**config.mk**
```make
export PLATFORM = sky130hd
export DESIGN_NAME = bbc_ctrl
export DESIGN_NICKNAME = d
export VERILOG_FILES = /design/src/design/bbc_pkg.sv /design/src/design/bbc_ctrl.sv
export VERILOG_INCLUDE_DIRS = /design/src /design/src/design
export SDC_FILE = /design/constraint.sdc
export NUM_CORES = 1
export LEC_CHECK = 0
export ABC_CLOCK_PERIOD_IN_PS = 3700
export BUFFER_PORTS_ARGS = -buffer_cell sky130_fd_sc_hd__buf_4
export CAP_MARGIN = 30
export CORE_MARGIN = 1
export CORE_UTILIZATION = 49
export CTS_BUF_LIST = sky130_fd_sc_hd__clkbuf_8 sky130_fd_sc_hd__clkbuf_16
export DETAILED_ROUTE_END_ITERATION = 10
export HOLD_SLACK_MARGIN = 0.06
export PLACE_DENSITY = 0.75
export SYNTH_ARGS = -nofsm -noshare
export SYNTH_HDL_FRONTEND = slang
export SYNTH_SLANG_ARGS = --single-unit
```
**constraint.sdc**
```tcl
create_clock -name clk_i -period 3.7 [get_ports clk_i]
set_input_delay 1.11 -clock clk_i [delete_from_list [all_inputs] [get_ports clk_i]]
set_output_delay 1.11 -clock clk_i [all_outputs]
set_load 0.01 [all_outputs]
```
**src/design/assert_macros.svh**
```systemverilog
// Assertion macros for the bracket checker modules.
`ifndef ASSERT_MACROS_SVH
`define ASSERT_MACROS_SVH

// Checked on every rising edge while out of reset.
`define BBC_ASSERT(label, prop, msg) \
  label: assert property (@(posedge clk_i) disable iff (!rst_ni) (prop)) else $error(msg);

// Checked on every rising edge, reset included.
`define BBC_ASSERT_ALWAYS(label, prop, msg) \
  label: assert property (@(posedge clk_i) (prop)) else $error(msg);

`endif

```
**src/design/bbc_pkg.sv**
```systemverilog
// Types, codes and byte decoding for the bracket balance checker.
`timescale 1ns / 1ps
package bbc_pkg;

  typedef enum logic [1:0] {
    KIND_ROUND  = 2'd0,
    KIND_SQUARE = 2'd1,
    KIND_CURLY  = 2'd2
  } kind_e;

  typedef enum logic [1:0] {
    ST_OK       = 2'd0,
    ST_MISMATCH = 2'd1,
    ST_UNCLOSED = 2'd2,
    ST_OVERFLOW = 2'd3
  } status_e;

  localparam logic [7:0] ChOpenRound   = 8'h28;
  localparam logic [7:0] ChOpenSquare  = 8'h5B;
  localparam logic [7:0] ChOpenCurly   = 8'h7B;
  localparam logic [7:0] ChCloseRound  = 8'h29;
  localparam logic [7:0] ChCloseSquare = 8'h5D;
  localparam logic [7:0] ChCloseCurly  = 8'h7D;

  typedef struct packed {
    logic  is_open;
    logic  is_close;
    kind_e kind;
  } sym_t;

  // Shift command handed to every cell of the stack.
  typedef struct packed {
    logic push;
    logic pop;
  } shift_t;

  function automatic sym_t decode_sym(logic [7:0] b);
    sym_t s;
    s = '{is_open: 1'b0, is_close: 1'b0, kind: KIND_ROUND};
    unique case (b)
      ChOpenRound:   s = '{is_open: 1'b1, is_close: 1'b0, kind: KIND_ROUND};
      ChOpenSquare:  s = '{is_open: 1'b1, is_close: 1'b0, kind: KIND_SQUARE};
      ChOpenCurly:   s = '{is_open: 1'b1, is_close: 1'b0, kind: KIND_CURLY};
      ChCloseRound:  s = '{is_open: 1'b0, is_close: 1'b1, kind: KIND_ROUND};
      ChCloseSquare: s = '{is_open: 1'b0, is_close: 1'b1, kind: KIND_SQUARE};
      ChCloseCurly:  s = '{is_open: 1'b0, is_close: 1'b1, kind: KIND_CURLY};
      default:       s = '{is_open: 1'b0, is_close: 1'b0, kind: KIND_ROUND};
    endcase
    return s;
  endfunction

endpackage

```
**src/design/bbc_ctrl.sv**
```systemverilog
// Byte classification, depth and failure tracking, and the result register.
`timescale 1ns / 1ps
`include "assert_macros.svh"
module bbc_ctrl
  import bbc_pkg::*;
#(
  parameter int unsigned STACK_DEPTH = 128
) (
  input  logic       clk_i,
  input  logic       rst_ni,
  input  logic       in_valid_i,
  output logic       in_ready_o,
  input  logic [7:0] symbol_i,
  input  logic       last_i,
  output logic       out_valid_o,
  input  logic       out_ready_i,
  output logic       matched_o,
  output status_e    status_o,
  input  kind_e      top_kind_i,
  output kind_e      push_kind_o,
  output shift_t     shift_o
);

  localparam int unsigned DepthW = $clog2(STACK_DEPTH + 1);
  localparam logic [DepthW-1:0] Full = DepthW'(STACK_DEPTH);

  logic [DepthW-1:0] depth_q, depth_d;
  logic              failed_q, failed_d;
  status_e           reason_q, reason_d;
  logic              out_valid_q, out_valid_d;
  logic              matched_q, matched_d;
  status_e           status_q, status_d;

  logic              accept;
  sym_t              sym;
  logic              fail_now;
  status_e           fail_code;
  logic              push, pop;
  logic [DepthW-1:0] depth_after;
  status_e           report;

  assign in_ready_o = !out_valid_q || out_ready_i;
  assign accept     = in_valid_i && in_ready_o;
  assign sym        = decode_sym(symbol_i);

  always_comb begin
    fail_now  = 1'b0;
    fail_code = ST_OK;
    push      = 1'b0;
    pop       = 1'b0;
    if (accept && !failed_q) begin
      if (sym.is_open) begin
        if (depth_q == Full) begin
          fail_now  = 1'b1;
          fail_code = ST_OVERFLOW;
        end else begin
          push = 1'b1;
        end
      end else if (sym.is_close) begin
        if (depth_q == '0 || top_kind_i != sym.kind) begin
          fail_now  = 1'b1;
          fail_code = ST_MISMATCH;
        end else begin
          pop = 1'b1;
        end
      end
    end
  end

  always_comb begin
    priority if (push) begin
      depth_after = depth_q + DepthW'(1);
    end else if (pop) begin
      depth_after = depth_q - DepthW'(1);
    end else begin
      depth_after = depth_q;
    end

    priority if (failed_q) begin
      report = reason_q;
    end else if (fail_now) begin
      report = fail_code;
    end else if (depth_after != '0) begin
      report = ST_UNCLOSED;
    end else begin
      report = ST_OK;
    end

    depth_d     = depth_after;
    failed_d    = failed_q || fail_now;
    reason_d    = fail_now ? fail_code : reason_q;
    out_valid_d = out_valid_q && !out_ready_i;
    matched_d   = matched_q;
    status_d    = status_q;

    if (accept && last_i) begin
      depth_d     = '0;
      failed_d    = 1'b0;
      reason_d    = ST_OK;
      out_valid_d = 1'b1;
      matched_d   = (report == ST_OK);
      status_d    = report;
    end
  end

  always_ff @(posedge clk_i or negedge rst_ni) begin
    if (!rst_ni) begin
      depth_q     <= '0;
      failed_q    <= 1'b0;
      reason_q    <= ST_OK;
      out_valid_q <= 1'b0;
    end else begin
      depth_q     <= depth_d;
      failed_q    <= failed_d;
      reason_q    <= reason_d;
      out_valid_q <= out_valid_d;
    end
  end

  always_ff @(posedge clk_i) begin
    matched_q <= matched_d;
    status_q  <= status_d;
  end

  assign out_valid_o = out_valid_q;
  assign matched_o   = matched_q;
  assign status_o    = status_q;
  assign push_kind_o = sym.kind;
  assign shift_o     = '{push: push, pop: pop};

  `BBC_ASSERT(a_depth_bound, depth_q <= Full, "Stack depth beyond capacity.")
  `BBC_ASSERT(a_clear_after_last, accept && last_i |=> depth_q == '0 && !failed_q,
              "State not cleared after the last beat of a string.")
  `BBC_ASSERT(a_failed_freezes, failed_q && !(accept && last_i) |=> $stable(depth_q),
              "Stack moved after a failure.")
  `BBC_ASSERT_ALWAYS(a_one_shift, !(shift_o.push && shift_o.pop),
                     "Push and pop in the same cycle.")

endmodule

```
---- Word-level counts from Yosys, hierarchy flattened ----
Index checks and enable logic that the tools add are counted.
word-level totals
  register bits after elaboration ......... 15
  output and inout port bits .............. 9
operators by class
  $add $sub $neg .......................... 2
  equality and inequality tests ........... 8
  multiplexer cells ....................... 28
  reductions and logical operators ........ 14
operators by type and width
  kind                                                                 count
  8-bit by 7-bit == test with 1-bit output (second input constant)     4
  8-bit two-way mux                                                    3
  4-bit case mux with 6 select lines                                   1
  8-bit by 6-bit == test with 1-bit output (second input constant)     2
  1-bit two-way mux                                                    16
  2-bit two-way mux                                                    8
  8-bit by 1-bit adder with 8-bit output (second input constant)       1
  8-bit == test (second input constant)                                1
  8-bit logical NOT                                                    1
  8-bit nonzero test                                                   1
  8-bit by 1-bit subtractor with 8-bit output (second input constant)  1
  1-bit logical AND                                                    4
  1-bit logical NOT                                                    3
  1-bit logical OR                                                     3
  2-bit logical NOT                                                    1
  2-bit inequality test                                                1
  2-bit nonzero test                                                   1

---- Depth between registers and ports, before layout ----
  word-level depth ........................ 15
  mapped depth ............................ 11
  mapped depth without buffers ............ 11

---- Worst setup path before layout ----
OpenSTA, ideal clock, no wires.
  path type ............................... in2out
  start ................................... input symbol_i[4]
  end ..................................... output shift_o[1] (netlist name)
  data arrival time ....................... 2,615 ps
  required time ........................... 2,590 ps
  slack ................................... -25 ps
  cell stages on the path ................. 6
  path buffers ............................ 1
  cell sequence ........................... or4b_4 > or4_4 > a21oi_4 > nand2_2 > clkinv_2 > buf_4
on the way
  longest elaborated chain between the ends .. 4
RTL lines
  element                                                                                               RTL line        RTL
  start, declared                                                                                       bbc_ctrl.sv:13  input logic [7:0] symbol_i,
  8-bit by 7-bit == test with 1-bit output or 8-bit by 6-bit == test with 1-bit output (tied branches)  bbc_pkg.sv:40   unique case (b)
  4-bit case mux with 6 select lines *                                                                  bbc_pkg.sv:40
  1-bit two-way mux *                                                                                   bbc_ctrl.sv:52  if (sym.is_open) begin
  1-bit two-way mux *                                                                                   bbc_ctrl.sv:51  if (accept && !failed_q) begin
  end, declared                                                                                         bbc_ctrl.sv:21  output shift_t shift_o
Mark *: on every way between the ends. The rest lies on a longest branch, timed or not.

==> results by group <==
GRT
  – Vias in the first global route: 1133
  – Initial antenna violation count: 0
  – Largest net degree at the start of global routing: 16
  – GR Util All Layers: 0.262
  – GR Overflow Total: 0
  – First-pass GRT wire length: 5160 µm

Placed design
  – IO Port Bufs: 23
  – DP HPWL: 2430 µm
  – Inst Count DP: 191
  – Placer Congestion: 0.927

STA
  – Layout Skew: 1.15 ps
  – Final hold vios: 0
  – Worst hold slack: 502 ps
  – F_max: 0.269 GHz
  – Final setup viols: 1
  – Final period util: 1.01
  – Setup TNS: -20.6 ps
  – Worst-margin pin slew: 553 ps
  – Final worst slack: -20.6 ps
  – Max-slew headroom: 0.631
  – Max-slew violations: 0
  – RSZ-0062 raised after global routing: true
  – Fin crit period: 3720 ps

Synthesis
  – Post-synth EDFFs: 3
  – Prevailing post-synth register cell: dfrtp_1
  – Synth Area in XOR/XNOR: 0.0429
  – Async SR Flop Fraction: 0.800
  – Synthesized netlist net count: 147
  – Syn avg cell area: 9.41 µm²
  – Post-synth top area share: 0.245
  – Synth area leaders: dfrtp_1, edfxtp_1, nor2_1
  – Synth warn: 0
  – Main combinational cell family by area after synthesis: simple AND/OR/NAND/NOR gates
  – Compound-gate portion of the synthesized area: 0.247
  – Most frequent cell after synthesis: nor2_1
  – Most common library cells after synthesis: nor2_1, dfrtp_1, nand2_1, nand2b_1, nand3_1
  – Seq cells post-synth: 15
  – Mux contribution to synthesized area: 0
  – Library cells used by synthesis: 57
  – Adder-Cell Fraction of Synth Area: 0.0204
  – Simple-Gate Fraction of Synth Area: 0.334
  – Synthesized cell area: 1220 µm²
  – Cells after synthesis: 130
  – Register area share after synthesis: 0.319
  – Yosys top cell by area: dfrtp_1

Clocking
  – Root Buffer: clkbuf_8
  – Worst-path clk slew: 60 ps
  – TritonCTS buffer count: 3
  – CTS tree: done
  – Sink Count: 15
  – # hold bufs at CTS: 0
  – Clock tree buffer depth: 2
  – Setup Fix Bufs, Post-CTS: 0
  – H-Tree Depth: 1
  – Worst skew pair latency: 250 ps

Cells and area
  – Filler cell count: 186
  – Diode count: 0
  – Multi-input gate area: 795 µm²
  – Final std cells w/o fill: 195
  – Seq. cell area: 390 µm²
  – Final Net Count: 185
  – Syn-to-layout area delta: 28.6%
  – Layout cells sized above 1: 0.335
  – Final Util: 0.692

Floorplanning
  – Die area: 2700 µm²
  – Ports: 24
  – Die Ht: 52.0 µm
  – Die X: 52.0 µm
  – Starting Density: 0.538
  – Rows: 17
  – Core area: 2280 µm²

Worst setup path
  – CP cell instances: buf_6 -> or4b_4 -> or4_4 -> a21oi_4 -> nand2_2 -> clkinv_2 -> buf_6
  – Crit path buf inv count: 3
  – Crit start category: primary input
  – Slowest stage cell on the critical path: or4b_4
  – Slowest Stage Delay on Critical Path: 540 ps
  – Crit. Startpoint: symbol_i[4]
  – Worst Path Arrival: 2610 ps
  – Worst Setup End Kind: output port
  – Stages on the worst setup path: 7
  – Crit-path leading delay family: simple AND/OR/NAND/NOR gates
  – Reg-to-reg setup timing slack: 780 ps
  – Critical path capture point: shift_o[1]
  – CP max FO: 3
  – Required time of the critical path: 2590 ps
  – Critical path class: in2out
  – RR Endpoint: status_o[1]
  – R2R Path Start: depth_q[5]
  – Most used cell, CP: buf_6
  – Reg2Reg Depth: 9

Route
  – Final wirelength: 3160 µm
  – Antenna-violating nets left: 0
  – Metal3 WL: 245 µm
  – DR top layer: met4
  – Vias/cell: 6.16
  – DRC errors left: 0
  – Metal2 WL: 1530 µm
  – 1st-pass router iterations: 4
  – Met1 WL: 1350 µm
  – Drt wl/cell: 16.2 µm
  – DR iter-0 viols: 34
  – Routed vias: 1202

Outcome
  – Failing checks: setup timing
  – Status: finished with violations

Worst hold path
  – Worst Hold Class: reg2reg

Pwr
  – Leak pwr: 0.707 nW
  – Max VDD drop: 0.258 mV
  – Total power: 0.365 mW
  – PD cells: 232 nW/µm²

Job
  – Total of max-cap violations: 0
tightest hold or removal path: stages, from the launching register on:
cell and delay [ps]:
dfrtp_1 340, nor2_1 50, nor2_1 70
repair_timing:
| action | 4_1_cts | 5_1_grt |
|---|---|---|
| pin swaps | 0 | 0 |
| resized for setup | 4 | 0 |
| endpoints found under the setup margin | 2 | 1 |
cells in the final DEF (no fill, tap or decap), types with 3 or more instances in the layout:
cell	instances
a211oi_1	3
a21oi_1	5
a31oi_1	3
and3_1	4
and3b_1	3
buf_4	34
buf_6	3
clkbuf_8	3
dfrtp_1	12
edfxtp_1	3
inv_1	5
nand2_1	6
nand2b_1	6
nand3_1	6
nor2_1	13
or3_1	3
xor2_1	5
report_power, final:
part / internal, mW / total [mW] / switching (mW)
Sequential: 0.172 / 0.173 / 0.00163
Clock: 0.0735 / 0.131 / 0.0574
Combinational: 0.0305 / 0.0607 / 0.0301
Total: 0.276 / 0.365 / 0.0892
logic make-up after synthesis:
logic type      after synthesis
simple gates                 64
buf+inv                       9
flops                        15
xor+xnor                      6
fa+ha+maj                     2
compound gates               34
how the worst min path moves through the flow:
stage / startpoint / endpoint / cells after the start
final: reason_q[0] / reason_q[0] / 2
after global routing: reason_q[0] / reason_q[0] / 2
after CTS: reason_q[0] / reason_q[0] / 2
after detailed placement: reason_q[0] / reason_q[0] / 2
after global placement: reason_q[0] / reason_q[0] / 2
after floorplan: reason_q[0] / reason_q[0] / 2
registers in the layout (all words and copies together), names as in the netlist:
signal and cells:
depth_q 8, reason_q 2, status_o 2, failed_q 1, matched_o 1, out_valid_o 1
metrics by stage:
| stage | setup WS [ps] | area [µm²] |
|---|---|---|
| floorplan | -1.80 | 1220 |
| global placement | -65.0 | 1510 |
| detailed placement | -120 | 1510 |
| CTS | -27.5 | 1570 |
| global route | -83.5 | 1570 |
| finish | -20.6 | 1570 |
metal layers:
| metal | vias to the layer above | GRT usage |
|---|---|---|
| met2 | 52 | 0.451 |
| li1 | 575 | - |
| met5 | - | 0 |
| met4 | 0 | 0.0541 |
| met3 | 4 | 0.0673 |
| met1 | 571 | 0.328 |
final cells by class:
cell class / count / share of cell area
Timing Repair Buffer: 37 / 0.184
Multi-Input combinational cell: 106 / 0.505
Inverter: 5 / 0.0127
Clock inverter: 1 / 0.00238
Clock buffer: 3 / 0.0262
Tap cell: 28 / 0.0223
Sequential cell: 15 / 0.248
No activity file was read; power rests on OpenSTA's default activity.
